## src/design/lidfp_pkg.sv

```systemverilog
`default_nettype none

package lidfp_pkg;

  localparam int unsigned SEGMENTS = 16;
  localparam int unsigned SEG_W = 4;
  localparam int unsigned POS_W = 3;
  localparam int unsigned IDX_W = 11;

  localparam logic [15:0] CRC_INIT = 16'hFFFF;
  localparam logic [15:0] CRC_POLY = 16'hA001;
  localparam logic [15:0] DIST_NONE = 16'hFFFF;

  localparam logic [15:0] NEAR_RANGE_RST = 16'd125;
  localparam logic [9:0] AMP_THRESH_RST = 10'd50;
  localparam logic [15:0] MIN_DIST_RST = 16'd30;

  localparam logic [POS_W-1:0] POS_LAST = 3'd4;
  localparam logic [IDX_W-1:0] HDR_LEN = 11'd3;
  localparam logic [IDX_W-1:0] COUNT_IDX = 11'd2;
  localparam logic [IDX_W-1:0] TAIL_OFS = 11'd9;
  localparam logic [SEG_W-1:0] SEG_LAST = 4'd15;

  typedef enum logic [1:0] {
    REG_NEAR_RANGE = 2'd0,
    REG_AMP_THRESH = 2'd1,
    REG_MIN_DIST   = 2'd2
  } reg_index_t;

  typedef enum logic [1:0] {
    CMD_CLEAR,
    CMD_DET,
    CMD_END
  } cmd_kind_t;

  typedef enum logic {
    BK_IDLE,
    BK_EMIT
  } back_state_t;

  typedef struct packed {
    logic       func;
    logic [7:0] data_byte;
  } in_item_t;

  typedef struct packed {
    logic             status;
    logic [SEG_W-1:0] segment;
    logic             found;
    logic [15:0]      distance;
    logic [9:0]       amplitude;
    logic             last;
  } out_item_t;

  typedef struct packed {
    cmd_kind_t        kind;
    logic [SEG_W-1:0] seg;
    logic [15:0]      distance;
    logic [9:0]       amp;
    logic             crc_ok;
  } cmd_t;

  function automatic logic [15:0] crc_step(input logic [15:0] crc, input logic [7:0] b);
    logic [15:0] c;
    c = crc ^ {8'h00, b};
    for (int k = 0; k < 8; k++) begin
      if (c[0]) begin
        c = (c >> 1) ^ CRC_POLY;
      end else begin
        c = c >> 1;
      end
    end
    return c;
  endfunction

endpackage

`default_nettype wire

```

## src/design/lidfp_front.sv

```systemverilog
`default_nettype none

module lidfp_front
  import lidfp_pkg::*;
(
  input  wire logic       clk,
  input  wire logic       rst,
  input  wire logic       in_valid,
  output logic            in_ready,
  input  wire in_item_t   in_item,
  input  wire logic       cfg_valid,
  output logic            cfg_ready,
  input  wire logic [1:0] cfg_index,
  input  wire logic [15:0] cfg_data,
  output logic            cmd_push,
  output cmd_t            cmd_data,
  input  wire logic       cmd_full
);

  logic [15:0] near_range;
  logic [9:0] amp_thresh;
  logic [15:0] min_dist;

  logic frame_active, frame_active_next;
  logic [IDX_W-1:0] byte_count, byte_count_next;
  logic [IDX_W-1:0] det_end, det_end_next;
  logic [IDX_W-1:0] tail_idx, tail_idx_next;
  logic [POS_W-1:0] pos, pos_next;
  logic [15:0] crc_value, crc_next;
  logic [7:0] held_lo, held_lo_next;
  logic [3:0][7:0] det_bytes, det_bytes_next;

  logic accept;
  logic [7:0] b;
  logic [15:0] crc_upd;
  logic [IDX_W-1:0] times5;
  logic [15:0] det_dist;
  logic [9:0] amp;
  logic keep;

  assign in_ready = !cmd_full;
  assign cfg_ready = 1'b1;
  assign accept = in_valid && in_ready;
  assign b = in_item.data_byte;
  assign crc_upd = crc_step(crc_value, b);
  assign times5 = ({3'b000, b} << 2) + {3'b000, b};
  assign det_dist = {det_bytes[1], det_bytes[0]};
  assign amp = {det_bytes[3], det_bytes[2][7:6]};
  assign keep = (det_dist > near_range || amp > amp_thresh) && det_dist > min_dist;

  always_comb begin
    frame_active_next = frame_active;
    byte_count_next = byte_count;
    det_end_next = det_end;
    tail_idx_next = tail_idx;
    pos_next = pos;
    crc_next = crc_value;
    held_lo_next = held_lo;
    det_bytes_next = det_bytes;
    cmd_push = 1'b0;
    cmd_data = '{kind: CMD_CLEAR, seg: ~in_item.data_byte[7:4], distance: det_dist,
                 amp: amp, crc_ok: ({b, held_lo} == crc_value)};
    if (accept) begin
      if (!in_item.func) begin
        frame_active_next = 1'b1;
        byte_count_next = '0;
        crc_next = CRC_INIT;
        held_lo_next = '0;
        det_bytes_next = '0;
        pos_next = '0;
        cmd_push = 1'b1;
      end else if (frame_active) begin
        byte_count_next = byte_count + 1'b1;
        if (byte_count < HDR_LEN) begin
          crc_next = crc_upd;
          pos_next = '0;
          if (byte_count == COUNT_IDX) begin
            det_end_next = HDR_LEN + times5;
            tail_idx_next = times5 + TAIL_OFS;
          end
        end else begin
          if (byte_count < det_end) begin
            if (pos != POS_LAST) begin
              det_bytes_next[pos[1:0]] = b;
              pos_next = pos + 1'b1;
            end else begin
              pos_next = '0;
              if (keep) begin
                cmd_push = 1'b1;
                cmd_data.kind = CMD_DET;
              end
            end
          end
          if (byte_count < tail_idx) begin
            crc_next = crc_upd;
          end else if (byte_count == tail_idx) begin
            held_lo_next = b;
          end else begin
            // last byte closes the frame
            frame_active_next = 1'b0;
            cmd_push = 1'b1;
            cmd_data.kind = CMD_END;
          end
        end
      end
    end
  end

  always_ff @(posedge clk) begin
    if (rst) begin
      near_range <= NEAR_RANGE_RST;
      amp_thresh <= AMP_THRESH_RST;
      min_dist <= MIN_DIST_RST;
      frame_active <= 1'b0;
      byte_count <= '0;
      det_end <= '0;
      tail_idx <= '0;
      pos <= '0;
      crc_value <= CRC_INIT;
      held_lo <= '0;
      det_bytes <= '0;
    end else begin
      if (cfg_valid && cfg_ready) begin
        unique case (cfg_index)
          REG_NEAR_RANGE: near_range <= cfg_data;
          REG_AMP_THRESH: amp_thresh <= cfg_data[9:0];
          REG_MIN_DIST:   min_dist <= cfg_data;
          default: ;
        endcase
      end
      frame_active <= frame_active_next;
      byte_count <= byte_count_next;
      det_end <= det_end_next;
      tail_idx <= tail_idx_next;
      pos <= pos_next;
      crc_value <= crc_next;
      held_lo <= held_lo_next;
      det_bytes <= det_bytes_next;
    end
  end

endmodule

`default_nettype wire

```

## src/design/lidfp_queue.sv

```systemverilog
`default_nettype none

module lidfp_queue
  import lidfp_pkg::*;
#(
  parameter int unsigned DEPTH = 4
) (
  input  wire logic clk,
  input  wire logic rst,
  input  wire logic push,
  input  wire cmd_t push_data,
  output logic      full,
  input  wire logic pop,
  output logic      not_empty,
  output cmd_t      head
);

  localparam int unsigned PTR_W = (DEPTH > 1) ? $clog2(DEPTH) : 1;
  localparam int unsigned CNT_W = $clog2(DEPTH + 1);
  localparam logic [PTR_W-1:0] PTR_LAST = PTR_W'(DEPTH - 1);
  localparam logic [CNT_W-1:0] CNT_FULL = CNT_W'(DEPTH);

  cmd_t slots [DEPTH];
  logic [PTR_W-1:0] wr_ptr, rd_ptr;
  logic [CNT_W-1:0] count;
  logic do_push, do_pop;

  assign full = (count == CNT_FULL);
  assign not_empty = (count != '0);
  assign head = slots[rd_ptr];
  assign do_push = push && !full;
  assign do_pop = pop && not_empty;

  always_ff @(posedge clk) begin
    if (do_push) begin
      slots[wr_ptr] <= push_data;
    end
  end

  always_ff @(posedge clk) begin
    if (rst) begin
      wr_ptr <= '0;
      rd_ptr <= '0;
      count <= '0;
    end else begin
      if (do_push) begin
        wr_ptr <= (wr_ptr == PTR_LAST) ? '0 : wr_ptr + 1'b1;
      end
      if (do_pop) begin
        rd_ptr <= (rd_ptr == PTR_LAST) ? '0 : rd_ptr + 1'b1;
      end
      if (do_push && !do_pop) begin
        count <= count + 1'b1;
      end else if (do_pop && !do_push) begin
        count <= count - 1'b1;
      end
    end
  end

endmodule

`default_nettype wire

```

## src/design/lidfp_back.sv

```systemverilog
`default_nettype none

module lidfp_back
  import lidfp_pkg::*;
(
  input  wire logic clk,
  input  wire logic rst,
  input  wire logic cmd_valid,
  input  wire cmd_t cmd,
  output logic      cmd_pop,
  output logic      out_valid,
  input  wire logic out_ready,
  output out_item_t out_item
);

  back_state_t state, state_next;
  logic [SEG_W-1:0] cnt, cnt_next;
  logic [15:0] seg_dist [SEGMENTS];
  logic [9:0] seg_amp [SEGMENTS];
  logic [SEGMENTS-1:0] seg_found;

  logic slot_free;
  logic [SEG_W-1:0] rd_idx;
  logic rd_found;
  logic [15:0] rd_dist;
  logic [9:0] rd_amp;
  logic do_clear, do_update, load;
  out_item_t load_data;

  assign slot_free = !out_valid || out_ready;
  assign rd_idx = (state == BK_EMIT) ? cnt : cmd.seg;
  assign rd_found = seg_found[rd_idx];
  assign rd_dist = seg_dist[rd_idx];
  assign rd_amp = seg_amp[rd_idx];

  always_comb begin
    state_next = state;
    unique case (state)
      BK_IDLE: begin
        if (cmd_valid && slot_free && cmd.kind == CMD_END && cmd.crc_ok) begin
          state_next = BK_EMIT;
        end
      end
      BK_EMIT: begin
        if (slot_free && cnt == SEG_LAST) begin
          state_next = BK_IDLE;
        end
      end
      default: state_next = BK_IDLE;
    endcase
  end

  always_comb begin
    cmd_pop = 1'b0;
    do_clear = 1'b0;
    do_update = 1'b0;
    load = 1'b0;
    cnt_next = cnt;
    load_data = '{status: 1'b1, segment: '0, found: 1'b0, distance: DIST_NONE,
                  amplitude: '0, last: 1'b1};
    unique case (state)
      BK_IDLE: begin
        cnt_next = '0;
        if (cmd_valid) begin
          unique case (cmd.kind)
            CMD_CLEAR: begin
              cmd_pop = 1'b1;
              do_clear = 1'b1;
            end
            CMD_DET: begin
              cmd_pop = 1'b1;
              // later detection wins on equal distance
              do_update = !rd_found || cmd.distance <= rd_dist;
            end
            CMD_END: begin
              if (slot_free) begin
                cmd_pop = 1'b1;
                load = !cmd.crc_ok;
              end
            end
            default: cmd_pop = 1'b1;
          endcase
        end
      end
      BK_EMIT: begin
        if (slot_free) begin
          load = 1'b1;
          cnt_next = cnt + 1'b1;
          load_data = '{status: 1'b0, segment: cnt, found: rd_found,
                        distance: rd_found ? rd_dist : DIST_NONE,
                        amplitude: rd_found ? rd_amp : '0,
                        last: (cnt == SEG_LAST)};
        end
      end
      default: ;
    endcase
  end

  always_ff @(posedge clk) begin
    if (do_update) begin
      seg_dist[cmd.seg] <= cmd.distance;
      seg_amp[cmd.seg] <= cmd.amp;
    end
    if (load) begin
      out_item <= load_data;
    end
  end

  always_ff @(posedge clk) begin
    if (rst) begin
      state <= BK_IDLE;
      cnt <= '0;
      seg_found <= '0;
      out_valid <= 1'b0;
    end else begin
      state <= state_next;
      cnt <= cnt_next;
      if (do_clear) begin
        seg_found <= '0;
      end else if (do_update) begin
        seg_found[cmd.seg] <= 1'b1;
      end
      if (load) begin
        out_valid <= 1'b1;
      end else if (out_ready) begin
        out_valid <= 1'b0;
      end
    end
  end

endmodule

`default_nettype wire

```

## src/design/lidar_detection_frame_parser.sv

```systemverilog
// range sensor reply frame parser
// in channel (in_valid/in_ready/in_item): func 0 opens a new frame, func 1
// carries one received byte. one item is taken per cycle while the command
// queue between the byte parser and the result engine has room.
// the parser runs the crc and detection assembly at one byte per cycle and
// queues a command on frame start, on each kept detection and on the last byte.
// out channel (out_valid/out_ready/out_item): at frame end either one crc error
// result or sixteen segment reports, segment 0 first, last set on the final one.
// with an empty queue a crc error result passes through the queue and the
// output register; for a good frame the engine first enters its emit state and
// then sends the reports one per cycle while the receiver is ready, stepping
// through the segment table by its single read port.
// cfg channel (cfg_valid/cfg_ready/cfg_index/cfg_data) is always ready:
// index 0 near range, 1 amplitude threshold, 2 minimum distance.
// reset restores register defaults, closes any frame and empties the queue.
// when the receiver stalls, the held result stays put, the engine waits,
// the queue fills and in_ready drops once it is full.
`default_nettype none

module lidar_detection_frame_parser
  import lidfp_pkg::*;
#(
  parameter int unsigned QUEUE_DEPTH = 4
) (
  input  wire logic        clk,
  input  wire logic        rst,
  input  wire logic        in_valid,
  output logic             in_ready,
  input  wire in_item_t    in_item,
  output logic             out_valid,
  input  wire logic        out_ready,
  output out_item_t        out_item,
  input  wire logic        cfg_valid,
  output logic             cfg_ready,
  input  wire logic [1:0]  cfg_index,
  input  wire logic [15:0] cfg_data
);

  logic cmd_push, cmd_full, cmd_pop, cmd_valid;
  cmd_t cmd_in, cmd_head;

  lidfp_front u_front (
    .clk       (clk),
    .rst       (rst),
    .in_valid  (in_valid),
    .in_ready  (in_ready),
    .in_item   (in_item),
    .cfg_valid (cfg_valid),
    .cfg_ready (cfg_ready),
    .cfg_index (cfg_index),
    .cfg_data  (cfg_data),
    .cmd_push  (cmd_push),
    .cmd_data  (cmd_in),
    .cmd_full  (cmd_full)
  );

  lidfp_queue #(
    .DEPTH (QUEUE_DEPTH)
  ) u_queue (
    .clk       (clk),
    .rst       (rst),
    .push      (cmd_push),
    .push_data (cmd_in),
    .full      (cmd_full),
    .pop       (cmd_pop),
    .not_empty (cmd_valid),
    .head      (cmd_head)
  );

  lidfp_back u_back (
    .clk       (clk),
    .rst       (rst),
    .cmd_valid (cmd_valid),
    .cmd       (cmd_head),
    .cmd_pop   (cmd_pop),
    .out_valid (out_valid),
    .out_ready (out_ready),
    .out_item  (out_item)
  );

endmodule

`default_nettype wire

```

## config.mk

```make
export PLATFORM = sky130hd
export DESIGN_NAME = lidar_detection_frame_parser
export DESIGN_NICKNAME = d
export VERILOG_FILES = /design/src/design/lidfp_pkg.sv /design/src/design/lidfp_front.sv /design/src/design/lidfp_queue.sv /design/src/design/lidfp_back.sv /design/src/design/lidar_detection_frame_parser.sv
export SDC_FILE = /design/constraint.sdc
export NUM_CORES = 1
export LEC_CHECK = 0
export BUFFER_PORTS_ARGS = -buffer_cell sky130_fd_sc_hd__buf_4
export CORE_UTILIZATION = 65
export DETAILED_ROUTE_END_ITERATION = 8
export PLACE_DENSITY = 0.82
export SLEW_MARGIN = 10
export SYNTH_ARGS = -nofsm -noshare
export SYNTH_HDL_FRONTEND = slang
export SYNTH_SLANG_ARGS = --single-unit
```

## constraint.sdc

```tcl
create_clock -name clk -period 8.9 [get_ports clk]
set_input_delay 0.89 -clock clk [delete_from_list [all_inputs] [get_ports clk]]
set_output_delay 0.89 -clock clk [all_outputs]
set_load 0.1 [all_outputs]
```

; Word level (Yosys, flattened, before mapping)
; Memory sizes are Yosys's and may differ from the RTL's. A register that Yosys moved wholly into a read port is not among the register bits.
; Cells that the tools add are included.
[totals]
reg_bits = 197
latchBits = 0
ram_bits = 548
rom_bits = 0
inputBits = 32
word_cells = 217
memories = 3
[memory_table]
columns = name, words, width, read_ports, rd_ports_with_merged_regs, write_ports, line_no
row1 = u_back.seg_dist, 16, 16, 1, 0, 1, lidfp_back.sv:18  ; logic [15:0] seg_dist [SEGMENTS];
row2 = u_back.seg_amp, 16, 10, 1, 0, 1, lidfp_back.sv:19  ; logic [9:0] seg_amp [SEGMENTS];
row3 = u_queue.slots, 4, 33, 1, 1, 1, lidfp_queue.sv:23  ; cmd_t slots [DEPTH];
[classes]
addsub = 10
mul = 0
div_mod_pow = 0
order_cmp = 12
eq_ne = 21
n_shift = 0
n_mux = 94
bitwise_logic = 12
reduce_logical = 38
[ops]
columns = operator, count
row1 = two-way mux 16 bit, 13
row2 = two-way mux 32 bit, 5
row3 = two-way mux 8 bit, 6
row4 = two-way mux 1 bit, 38
row5 = two-way mux 33 bit, 1
row6 = bitwise mux 32 bit, 1
row7 = greater-than comparator 16 bit, 2
row8 = two-way mux 2 bit, 12
row9 = NOT 2 -> 3 bit, 8
row10 = < comparator 11 bit, 2
row11 = two-way mux 11 bit, 2
row12 = two-way mux 3 bit, 7
row13 = demux 8 bit (select 2 bit), 1
row14 = == test 16 bit, 1
row15 = less-or-equal comparator 16 bit, 1
row16 = bitwise OR 16 bit, 1
row17 = bitwise XOR 16 x 8 -> 16 bit, 1
row18 = AND reduction 5 bit, 3
row19 = logical AND 1 bit, 12
row20 = adder 10 x 8 -> 11 bit, 1
row21 = adder 11 x 1 -> 11 bit (second input constant), 1
row22 = adder 11 x 4 -> 11 bit (second input constant), 1
row23 = adder 2 x 11 -> 11 bit (first input constant), 1
row24 = == test 11 bit, 1
row25 = other kinds (35), 65

; Logic depth before layout (Yosys ltp)
; Gate-level depths: netlist of run 1.
[logic_depth]
word_depth = 21
mapped_depth = 19

; By module
; From an unflattened synthesis of run 1, not the netlist that was laid out.
[hier_totals]
cells_unflattened = 2267
area_unflattened_um2 = 31425.1
[modules_own_cells]
columns = module, instances, cells_each, area_per_inst_um2, seq_area_each_um2
row1 = lidfp_back, 1, 1134, 18536.5, 13923.4
row2 = lidfp_front, 1, 910, 7637.3, 2562.5
row3 = lidfp_queue, 1, 223, 5251.3, 4144.0

; Least setup slack after synthesis of run 1
; No wires, ideal clock.
[synth_timing]
kind = register -> register
start = reg (tool-made name)
end = mem u_back.seg_amp[0][0] (enable)
t_arrival_ns = 5.471
t_required_ns = 8.458
slack_ns = 2.988
path_stages_with_launch = 19
n_path_buf = 5
synth_period_minus_slack_ns = 5.912
cell_sequence = dfxtp_1 buf_6 mux4_2 o21a_1 buf_2 buf_4 buf_2 a211oi_1 a31oi_1 a221oi_2 ha_1 and4_1 o21ai_0 o211ai_1 a221oi_1 a221oi_1 nor3b_2 buf_2 nor3_1
[synth_lines]
columns = item, line_no
row1 = end: declaration, lidfp_back.sv:19

==> qor.yml, run 1 <==
status: "finished clean"
drt-initial-drc-count: 2406
clk_latency_ns: 0.63
yosysSeqAreaShare_pct: 64.6
rsz0062_at_grt: "false"
die_height_um: 224
overflow: 0
wl_um: 74800
critPathLaunchType: "flip-flop"
design.die.area_um2: 50000
antenna_found_initial: 0
r2r_slack_ns: 2.37
rows: 80
max-clock-path-buffers: 3
coreArea_um2: 48000
first_global_vias: 20500
ys_types: 73
dpl.hpwl_um: 45900
synth-edff-count: 581
initial_core_util_pct: 66.4
ant_nets: 0
grt_pass1_wl_um: 116000
ctsResizeCount: 0
tightest_slew_ns: 1.31
dieWidth_um: 224
min_path_cells: 2
netlist.area_leader.share_pct: 54.7
hold_viol: 0
hold_buffers: 0
min_path_type: "reg2reg"
synth_seq_cells: 740
synth_area_um2: 31900
postSynthCellCount: 2461
htree_levels: 3
critPathKind: "reg2reg"
syn_nets: 2595
worstPathRequired_ns: 9.22
p_leak_nw: 12.3
cp_data_arrival_time_ns: 6.85
slew_headroom_pct: 12.9
fillers: 2904
ios: 68
path_max_fanout: 70
io_buffers: 66
fin_setup_tns_ns: 0
drtPass1Iterations: 6
max_freq_mhz: 153
setup_viol_count_final: 0
syn_area_per_cell_um2: 13.0
synth_ff_type: "edfxtp_1"
cap_violations: 0
period_needed_ns: 6.53
wl_per_cell_um: 23.6
route.vias.total: 20600
pwr_density_cell_nw_per_um2: 318
fin_worst_skew_ns: 0.0335
final_util_pct: 73.6
gp_congestion: 0.927
via_per_inst: 6.51
clkSinkCount: 740
path_clk_slew_ns: 0.06
drive_above_1_share_pct: 11.8
post_cts_buffers: 0
synthToLayoutAreaGrowth_pct: 10.8
ys_async_sr_fraction_pct: 0
irDropWorstVdd_mv: 0.208
grt_max_degree: 117
worstSetupEndpointType: "flip-flop"
layout.nets: 2628
cts_buffers: 74
clock_tree.root_cell: "clkbuf_16"
yosys-top-cells-area: "edfxtp_1 (55%), dfxtp_1 (10%), nand2_1 (4.1%)"
grtUsageTotal_pct: 30.2
drcViolationCount: 0
yosys.area.top_type: "edfxtp_1"
maxSlewViolCount: 0
cts_tree: "built"
timing.final.crit_share_pct: 73.4
diodes: 0
rr_worst_depth: 18
yosysWarnings: 0
path summary, 6_finish.rpt:
kind | startpoint | end
worst max-delay path | flip-flop | u_back.seg_amp[10][3]$_DFFE_PP_
worst min-delay path | u_back.seg_found[14]$_SDFFE_PP0N_ | u_back.seg_found[14]$_SDFFE_PP0N_
worst max register to register | flip-flop | u_back.seg_amp[10][3]$_DFFE_PP_
worst min register to register | u_back.seg_found[14]$_SDFFE_PP0N_ | u_back.seg_found[14]$_SDFFE_PP0N_
state kept, by name (all words and copies together) (netlist names), 11 cells and up, named ones only:
register / count
u_back.seg_dist: 256
u_front.byte_count: 11
u_back.seg_found: 16
u_back.seg_amp: 160
u_front.near_range: 16
u_front.crc_value: 16
u_queue.slots: 132
u_front.min_dist: 16
u_front.tail_idx: 11
u_front.cmd_data: 26
u_back.out_item: 33
report_power, final:
part	total, mW	switching [mW]	internal (mW)
logic	3.89	2.71	1.18
clock network	3.10	1.30	1.79
registers	4.26	0.0698	4.19
cell usage in the layout (no fill, tap or decap), drive strengths merged, types with 6 or more instances in the layout:
cell and n:
and4 6, nand2b 10, o211ai 7, a21o 11, nand3b 25, nor3b 18
o21bai 16, buf 104, a32o 16, a22oi 9, nand4 25, o31ai 18
nand2 348, o21a 7, and2 82, a32oi 24, ha 100, inv 91
a311oi 42, xnor2 49, o21ai 27, clkbuf 89, a31oi 37, dfxtp 159
and3 25, mux4 31, mux2i 65, nor2 119, clkinv 31, edfxtp 581
or3 7, nor3 53, a211oi 91, a211o 11, xor2 16, bufinv 8
a21oi 75, a221oi 23, nand3 42
kinds of logic (layout without fill, tap and decap cells):
kind of cell / count (synthesis) / in the layout / synth area share (%)
simple gates: 780 / 780 / 11.6
xor+xnor: 67 / 67 / 1.92
mux: 101 / 101 / 4.41
buf+inv: 234 / 325 / 3.10
flops: 740 / 740 / 64.6
fa+ha+maj: 102 / 102 / 4.05
other cells: 1 / 1 / 0.0117
compound gates: 436 / 436 / 10.3
critical path: stages (launching register included):
cell and delay (ns):
dfxtp_1 0.44, buf_4 0.45, mux4_2 0.43, o21a_4 0.49
buf_4 0.74, mux2i_1 0.28, mux2i_1 0.13, a32o_1 0.27
a221oi_2 0.28, ha_1 0.19, and4_1 0.23, o21ai_0 0.10
o211ai_1 0.15, a221oi_1 0.16, a221oi_1 0.37, nor3b_4 0.68
buf_4 0.39, nor3_2 0.08, buf_4 0.28
layout make-up:
| cell class | count | area [um2] | area share (%) |
|---|---|---|---|
| clock inverters | 45 | 448 | 1.27 |
| repair buffers | 104 | 793 | 2.24 |
| inverters | 87 | 327 | 0.923 |
| clock buffers | 89 | 1940 | 5.48 |
| flip-flops and latches | 740 | 20600 | 58.3 |
| well taps | 615 | 769 | 2.18 |
| multi-input cells | 1487 | 10500 | 29.6 |
per-stage QoR:
stage	area (um2)	power [mW]	setup WS [ns]	hold slack [ns]	instances
5_1_grt	35400	11.7	2.18	0.472	3167
3_5_place_dp	33000	8.12	2.53	0.443	3033
4_1_cts	35400	11.2	2.43	0.455	3167
2_1_floorplan	31900	7.05	2.99	0.419	2461
6_report	35400	11.2	2.37	0.455	3167
3_3_place_gp	33000	7.97	2.75	0.435	3033
metal layers:
metal	track usage, %	up-vias	part of all wire [%]
met5	0	-	0
met4	12.9	0	3.7
met3	4.87	195	9.3
met2	50.1	1124	49
met1	40.0	10000	38
li1	-	9293	-
Yosys cell counts, drive strengths merged (9+ instances only):
| library cell | count |
|---|---|
| a211o | 11 |
| a211oi | 91 |
| a21o | 11 |
| a21oi | 75 |
| a221oi | 23 |
| a22oi | 9 |
| a311oi | 42 |
| a31oi | 37 |
| a32o | 16 |
| a32oi | 24 |
| and2 | 82 |
| and3 | 25 |
| buf | 55 |
| clkbuf | 92 |
| dfxtp | 159 |
| edfxtp | 581 |
| ha | 100 |
| inv | 87 |
| mux2i | 65 |
| mux4 | 31 |
| nand2 | 348 |
| nand2b | 10 |
| nand3 | 42 |
| nand3b | 25 |
| nand4 | 25 |
| nor2 | 119 |
| nor3 | 53 |
| nor3b | 18 |
| o21ai | 27 |
| o21bai | 16 |
| o31ai | 18 |
| xnor2 | 49 |
| xor2 | 16 |
Note: power is estimated with default switching activity, not from simulation.
==> run 2: changes to the inputs <==
--- a/config.mk
+++ b/config.mk
@@ -6,9 +6,9 @@
 export NUM_CORES = 1
 export LEC_CHECK = 0
 export BUFFER_PORTS_ARGS = -buffer_cell sky130_fd_sc_hd__buf_4
-export CORE_UTILIZATION = 65
+export CORE_UTILIZATION = 57
 export DETAILED_ROUTE_END_ITERATION = 8
-export PLACE_DENSITY = 0.82
+export PLACE_DENSITY = 0.76
 export SLEW_MARGIN = 10
 export SYNTH_ARGS = -nofsm -noshare
 export SYNTH_HDL_FRONTEND = slang
==> constraint.sdc (replaced) <==
create_clock -name clk -period 5.73 [get_ports clk]
set_input_delay 0.573 -clock clk [delete_from_list [all_inputs] [get_ports clk]]
set_output_delay 0.573 -clock clk [all_outputs]
set_load 0.1 [all_outputs]
==> qor.yml, run 2 (synthesized netlist as in run 1, its figures left out) <==
status: "finished clean"  # unchanged
cp_data_arrival_time_ns: 5.71  # was 6.85 ns
htree_levels: 3  # unchanged
tightest_slew_ns: 1.10  # was 1.31 ns
dieWidth_um: 239  # was 224 um
seqPwrFrac_pct: 37.6  # was 37.9%
grt_use_met3_pct: 3.89  # was 4.87%
antenna_found_initial: 1  # was 0
largest-register: "u_back.seg_dist"  # unchanged
critical-path-top-delay-family: "buffers and inverters"  # unchanged
path_max_fanout: 52  # was 70
critPathKind: "reg2reg"  # unchanged
slowest_stage: "nor3_4"  # was buf_4
pwr-share-comb_pct: 34.3  # was 34.6%
path_clk_slew_ns: 0.06  # about the same
ctsResizeCount: 0  # unchanged
final_common_cell: "edfxtp_1"  # unchanged
worstSetupEndpointType: "flip-flop"  # unchanged
cts_tree: "built"  # unchanged
synthToLayoutAreaGrowth_pct: 12.5  # was 10.8%
route.vias.total: 20300  # was 20600
dpl.hpwl_um: 44800  # was 45900 um
wl_per_cell_um: 22.0  # was 23.6 um
slew_headroom_pct: 24.9  # was 12.9%
pwr_density_cell_nw_per_um2: 489  # was 318 nW/um2
final_util_pct: 65.0  # was 73.6%
drtPass1Iterations: 6  # unchanged
io_buffers: 66  # unchanged
ios: 68  # unchanged
initial_core_util_pct: 57.8  # was 66.4%
clkSinkCount: 740  # unchanged
die_height_um: 239  # was 224 um
timing.final.crit_share_pct: 94.8  # was 73.4%
setup_viol_count_final: 0  # unchanged
design.die.area_um2: 57000  # was 50000 um2
critPathLaunchType: "flip-flop"  # unchanged
min_path_type: "in2reg"  # was reg2reg
post_cts_buffers: 0  # unchanged
fin_worst_skew_ns: 0.0171  # was 0.0335 ns
clock_tree.root_cell: "clkbuf_16"  # unchanged
path_buf_inv: 5  # was 4
layout_common_cells: "edfxtp_1 (581), nand2_1 (348), dfxtp_1 (158), buf_4 (122), nor2_1 (117)"  # was edfxtp_1 (581), nand2_1 (348), dfxtp_1 (158), nor2_1 (117), buf_4 (103)
p_sw_mw: 6.14  # was 4.08 mW
drive_above_1_share_pct: 12.7  # was 11.8%
p_int_mw: 11.4  # was 7.16 mW
first_global_vias: 20000  # was 20500
overflow: 0  # unchanged
dp_cells: 3189  # was 3033
switching_share_pct: 35.0  # was 36.3%
grt_max_degree: 101  # was 117
crit_chain: "mux4_2 > buf_4 > o21ai_4 > buf_12 > buf_4 > and2_1 > a211oi_1 > a31oi_1 > a221oi_2 > ha_1 > a211o_1 > a221oi_1 > a221oi_1 > nor3b_4 > buf_4 > nor3_4 > buf_4"  # was buf_4 > mux4_2 > o21a_4 > buf_4 > mux2i_1 > mux2i_1 > a32o_1 > a221oi_2 > ha_1 > and4_1 > o21ai_0 > o211ai_1 > a221oi_1 > a221oi_1 > nor3b_4 > buf_4 > nor3_2 > buf_4
grt_pass1_wl_um: 113000  # was 116000 um
hold_viol: 0  # unchanged
globalRouteMet1Util_pct: 34.1  # was 40.0%
cts_buffers: 75  # was 74
largest_register_ffs: 256  # unchanged
crit_top_cell: "buf_4"  # unchanged
via_per_inst: 6.11  # was 6.51
hold_buffers: 0  # unchanged
rows: 86  # was 80
p_leak_nw: 12.4  # was 12.3 nW
ant_nets: 0  # unchanged
worstPathRequired_ns: 6.01  # was 9.22 ns
drt-initial-drc-count: 1833  # was 2406
wl_um: 73200  # was 74800 um
clk_latency_ns: 0.61  # was 0.63 ns
grtUsageTotal_pct: 25.9  # was 30.2%
max_freq_mhz: 184  # was 153 MHz
reg.largest.list: "u_back.seg_dist: 256 flops, u_back.seg_amp: 160 flops, u_queue.slots: 132 flops"  # unchanged
busiest_layer: "met2"  # unchanged
maxSlewViolCount: 0  # unchanged
max-clock-path-buffers: 3  # unchanged
drcViolationCount: 0  # unchanged
p_clk_share_pct: 28.1  # was 27.5%
gp_congestion: 0.844  # was 0.927
period_needed_ns: 5.43  # was 6.53 ns
instances_no_fill: 3324  # was 3167
coreArea_um2: 55200  # was 48000 um2
layout.nets: 2652  # was 2628
cap_violations: 0  # unchanged
rsz0062_at_grt: "false"  # unchanged
cpPeakStageDelay_ns: 0.69  # was 0.74 ns
irDropWorstVdd_mv: 0.405  # was 0.208 mV
grtUsageMet2_pct: 43.3  # was 50.1%
## run 2: changes by cell type in the layout (fill, tap and decap cells not counted), moves of 3 or more
cell       before  now
nor3_4          1    8
buf_12          1    5
inv_6           4    0
clkbuf_16      75   78
buf_4         103  122
nor3_2         19   12
clkbuf_8        1    5
clkinv_1       17   14
## run 2: cell type report
class | count | area (um2)
Fill cell | 3859 | 19300
Clock inverter | 38 | 414
Multi-Input combinational cell | 1487 | 10500
Timing Repair Buffer | 127 | 1020
Sequential cell | 740 | 20600
Inverter | 87 | 327
Tap cell | 748 | 936
Antenna cell | 1 | 2.50
Clock buffer | 96 | 2070
## run 2: stage by stage
stage / setup TNS [ns] / power, mW / hold slack [ns] / setup slack (ns) / area [um2]
after floorplan: -47.38 / 11.0 / 0.419 / -0.182 / 32000
after global placement: 0 / 12.5 / 0.435 / 0.472 / 33400
after detailed placement: 0 / 12.7 / 0.440 / 0.363 / 33400
after CTS: 0 / 17.6 / 0.152 / 0.308 / 35900
after global routing: 0 / 18.3 / 0.170 / 0.0332 / 35900
final: 0 / 17.6 / 0.179 / 0.300 / 35900
## run 2: metal layers
layer  share of wire (%)  routed length (um)  up-vias
met5                   0                   0        -
met4                 3.7                2680        0
met3                 6.5                4750      170
met2                  49               36100      807
met1                  41               29700     9977
li1                    -                   -     9351
## run 2: final timing paths
path	slack, ns	start	to	cells after the start
worst max register to register	0.30	flip-flop	u_back.seg_dist[6][12]$_DFFE_PP_	17
worst min-delay path	0.18	cfg_data[4]	u_front.near_range[4]$_SDFFE_PP1P_	2
worst min register to register	0.45	u_back.seg_found[12]$_SDFFE_PP0N_	u_back.seg_found[12]$_SDFFE_PP0N_	2
worst max-delay path	0.30	flip-flop	u_back.seg_dist[6][12]$_DFFE_PP_	17
## run 2: worst register-to-register path, cell delays in order, from the launching register on
cell and delay [ns]:
dfxtp_2 0.45, mux4_2 0.56, buf_4 0.18, o21ai_4 0.18
buf_12 0.26, buf_4 0.36, and2_1 0.17, a211oi_1 0.05
a31oi_1 0.20, a221oi_2 0.12, ha_1 0.38, a211o_1 0.27
a221oi_1 0.23, a221oi_1 0.13, nor3b_4 0.21, buf_4 0.21
nor3_4 0.69, buf_4 0.44
## run 2: power by group through the flow
stage / Sequential [mW] / Combinational, mW / Clock, mW
after CTS: 6.61 / 6.01 / 4.99
after floorplan: 6.94 / 4.03 / 0
after detailed placement: 6.71 / 5.97 / 0
after global placement: 6.70 / 5.79 / 0
after global routing: 6.63 / 6.51 / 5.18
final: 6.60 / 6.03 / 4.93
==> run 3: changes to the inputs <==
--- a/config.mk
+++ b/config.mk
@@ -6,10 +6,11 @@
 export NUM_CORES = 1
 export LEC_CHECK = 0
 export BUFFER_PORTS_ARGS = -buffer_cell sky130_fd_sc_hd__buf_4
-export CORE_UTILIZATION = 57
+export CORE_UTILIZATION = 56
 export DETAILED_ROUTE_END_ITERATION = 8
-export PLACE_DENSITY = 0.76
+export PLACE_DENSITY = 0.75
 export SLEW_MARGIN = 10
 export SYNTH_ARGS = -nofsm -noshare
 export SYNTH_HDL_FRONTEND = slang
+export SYNTH_HIERARCHICAL = 1
 export SYNTH_SLANG_ARGS = --single-unit
==> qor.yml, run 3 <==
timing.final.crit_share_pct: 94.8  # about the same
synthToLayoutAreaGrowth_pct: 13.0  # was 12.5%
clk_latency_ns: 0.62  # was 0.61 ns
multi_input_area_um2: 10200  # was 10500 um2
critical-path-top-delay-family: "multiplexers"  # was buffers and inverters
place_area_um2: 33000  # was 33400 um2
crit_chain: "mux4_2 > mux2i_4 > buf_4 > mux4_2 > and2_1 > a211oi_1 > a31oi_1 > ha_1 > nand4_1 > or4_1 > o211a_2 > nor4b_4 > buf_12"  # was mux4_2 > buf_4 > o21ai_4 > buf_12 > buf_4 > and2_1 > a211oi_1 > a31oi_1 > a221oi_2 > ha_1 > a211o_1 > a221oi_1 > a221oi_1 > nor3b_4 > buf_4 > nor3_4 > buf_4
design.die.area_um2: 57100  # was 57000 um2
clock_tree.root_cell: "clkbuf_16"  # unchanged
syn_nets: 2401  # was 2595
critPathLaunchType: "flip-flop"  # unchanged
syn_area_per_cell_um2: 13.9  # was 13.0 um2
cpPeakStageDelay_ns: 0.66  # was 0.69 ns
final_common_cell: "edfxtp_1"  # unchanged
route.vias.total: 19200  # was 20300
io_buffers: 66  # unchanged
yosys-top-cells-area: "edfxtp_1 (56%), dfxtp_1 (10%), mux4_2 (7.2%)"  # was edfxtp_1 (55%), dfxtp_1 (10%), nand2_1 (4.1%)
max-clock-path-buffers: 3  # unchanged
critPathKind: "reg2reg"  # unchanged
cp_data_arrival_time_ns: 5.74  # was 5.71 ns
synthTopCellsByCount: "edfxtp_1 (581), nand2_1 (362), dfxtp_1 (159)"  # was edfxtp_1 (581), nand2_1 (348), dfxtp_1 (159)
irDropWorstVdd_mv: 0.243  # was 0.405 mV
grt_max_degree: 81  # was 101
drt-initial-drc-count: 2038  # was 1833
fin_worst_skew_ns: 0.0298  # was 0.0171 ns
dp_slack_ns: 0.301  # was 0.363 ns
coreArea_um2: 55300  # was 55200 um2
seqCellArea_um2: 20600  # unchanged
yosysWarnings: 6  # was 0
grt_pass1_wl_um: 111000  # was 113000 um
dpl.hpwl_um: 44900  # was 44800 um
cts_tree: "built"  # unchanged
synth_area_um2: 31400  # was 31900 um2
crit_top_cell: "mux4_2"  # was buf_4
drcViolationCount: 0  # unchanged
dp_cells: 3008  # was 3189
slowest_stage: "nor4b_4"  # was nor3_4
p_leak_nw: 12.6  # was 12.4 nW
worstPathRequired_ns: 6.04  # was 6.01 ns
antenna_found_initial: 0  # was 1
setup_viol_count_final: 0  # unchanged
htree_levels: 3  # unchanged
fillers: 3885  # was 3859
path_max_fanout: 20  # was 52
initial_core_util_pct: 56.8  # was 57.8%
ios: 68  # unchanged
via_per_inst: 6.10  # was 6.11
min_path_type: "in2reg"  # unchanged
first_global_vias: 19400  # was 20000
hold_ws_ns: 0.201  # was 0.179 ns
min_path_cells: 2  # unchanged
finalPower_mw: 14.4  # was 17.6 mW
worstSetupEndpointType: "flip-flop"  # unchanged
grtUsageTotal_pct: 25.6  # was 25.9%
fin_setup_tns_ns: 0  # unchanged
synth-edff-count: 581  # unchanged
reg.largest.list: "u_back/seg_dist: 256 flops, u_back/seg_amp: 160 flops, u_queue/slots: 132 flops"  # was u_back.seg_dist: 256 flops, u_back.seg_amp: 160 flops, u_queue.slots: 132 flops
wl_per_cell_um: 22.7  # was 22.0 um
netlist.area_leader.share_pct: 55.5  # was 54.7%
clkSinkCount: 740  # unchanged
drive_above_1_share_pct: 16.1  # was 12.7%
rsz0062_at_grt: "false"  # unchanged
pwr_density_cell_nw_per_um2: 406  # was 489 nW/um2
synth_seq_cells: 740  # unchanged
largest-register: "u_back/seg_dist"  # was u_back.seg_dist
layout.nets: 2472  # was 2652
ys_async_sr_fraction_pct: 0  # unchanged
path_depth: 13  # was 17
synth_ff_type: "edfxtp_1"  # unchanged
largest_register_ffs: 256  # unchanged
tightest_slew_ns: 1.28  # was 1.10 ns
yosys.area.top_type: "edfxtp_1"  # unchanged
cts_buffers: 76  # was 75
overflow: 0  # unchanged
ys_types: 79  # was 73
path_buf_inv: 2  # was 5
rr_worst_depth: 13  # was 17
path_clk_slew_ns: 0.06  # about the same
cap_violations: 0  # unchanged
dieWidth_um: 239  # about the same
layout_common_cells: "edfxtp_1 (581), nand2_1 (362), dfxtp_1 (158), buf_4 (103), nor2_1 (102)"  # was edfxtp_1 (581), nand2_1 (348), dfxtp_1 (158), buf_4 (122), nor2_1 (117)
yosysSeqAreaShare_pct: 65.6  # was 64.6%
ctsResizeCount: 0  # unchanged
yosysMostFrequentCell: "edfxtp_1"  # unchanged
period_needed_ns: 5.43  # about the same
post_cts_buffers: 0  # unchanged
maxSlewViolCount: 0  # unchanged
wl_um: 71300  # was 73200 um
fin_ws_ns: 0.297  # was 0.300 ns
instances_no_fill: 3147  # was 3324
status: "finished clean"  # unchanged
final_util_pct: 64.2  # was 65.0%
max_freq_mhz: 184  # about the same
drtPass1Iterations: 5  # was 6
hold_buffers: 0  # unchanged
gp_congestion: 0.872  # was 0.844
slew_headroom_pct: 14.6  # was 24.9%
postSynthCellCount: 2267  # was 2461
ant_nets: 0  # unchanged
die_height_um: 239  # about the same
hold_viol: 0  # unchanged
diodes: 0  # was 1
rows: 86  # unchanged
final_cell_area_um2: 35500  # was 35900 um2
-- run 3: changes by cell type in the layout (fill, tap and decap cells not counted), sizes merged, moves of 24 or more --
cell	previous run	this run
a211oi	91	34
a32oi	24	0
and2	82	4
and3	25	49
mux2i	65	12
mux4	31	101
nand3	42	76
nor3	53	15
-- run 3: final cells by class --
cell class                 count  area share [%]
sequential                   740            58.1
multi-input combinational   1320            28.6
clock buffer                  97            5.95
tap                          748            2.64
timing repair buffer         110            2.57
clock inverter                42            1.16
inverter                      90           0.966
-- run 3: per-layer routing --
| layer | global-route usage (%) | wire length (um) | vias to the layer above |
|---|---|---|---|
| met2 | 41.6 | 34500 | 796 |
| met3 | 4.39 | 4860 | 154 |
| met5 | 0 | 0 | - |
| met4 | 9.19 | 2240 | 0 |
| li1 | - | - | 8636 |
| met1 | 34.8 | 29800 | 9608 |
-- run 3: kinds of logic after synthesis --
family	count (synthesis)	share of synthesized area, %
DFF	740	65.6
xor gates and xnor gates	63	1.99
other	1	0.0119
muxes	117	7.79
AOI/OAI and AO/OA	320	7.15
and+or+nand+nor	717	10.5
adders and majority gates	102	4.11
buffers and inverters	207	2.77
-- run 3: path summary, 6_finish.rpt --
path	startpoint	to	slack [ns]
worst min-delay path	cfg_data[3]	u_front/min_dist[3]$_SDFFE_PP1P_	0.20
worst min register to register	u_front/near_range[11]$_SDFFE_PP0P_	u_front/near_range[11]$_SDFFE_PP0P_	0.46
worst max register to register	u_queue/slots[1][27]$_DFFE_PP_	u_back/seg_dist[12][9]$_DFFE_PP_	0.30
worst max-delay path	u_queue/slots[1][27]$_DFFE_PP_	u_back/seg_dist[12][9]$_DFFE_PP_	0.30
-- run 3: power by group --
group          switching [mW]  internal [mW]
logic                    2.11           1.07
registers              0.0749           6.20
clock network            2.05           2.90
total                    4.24           10.2
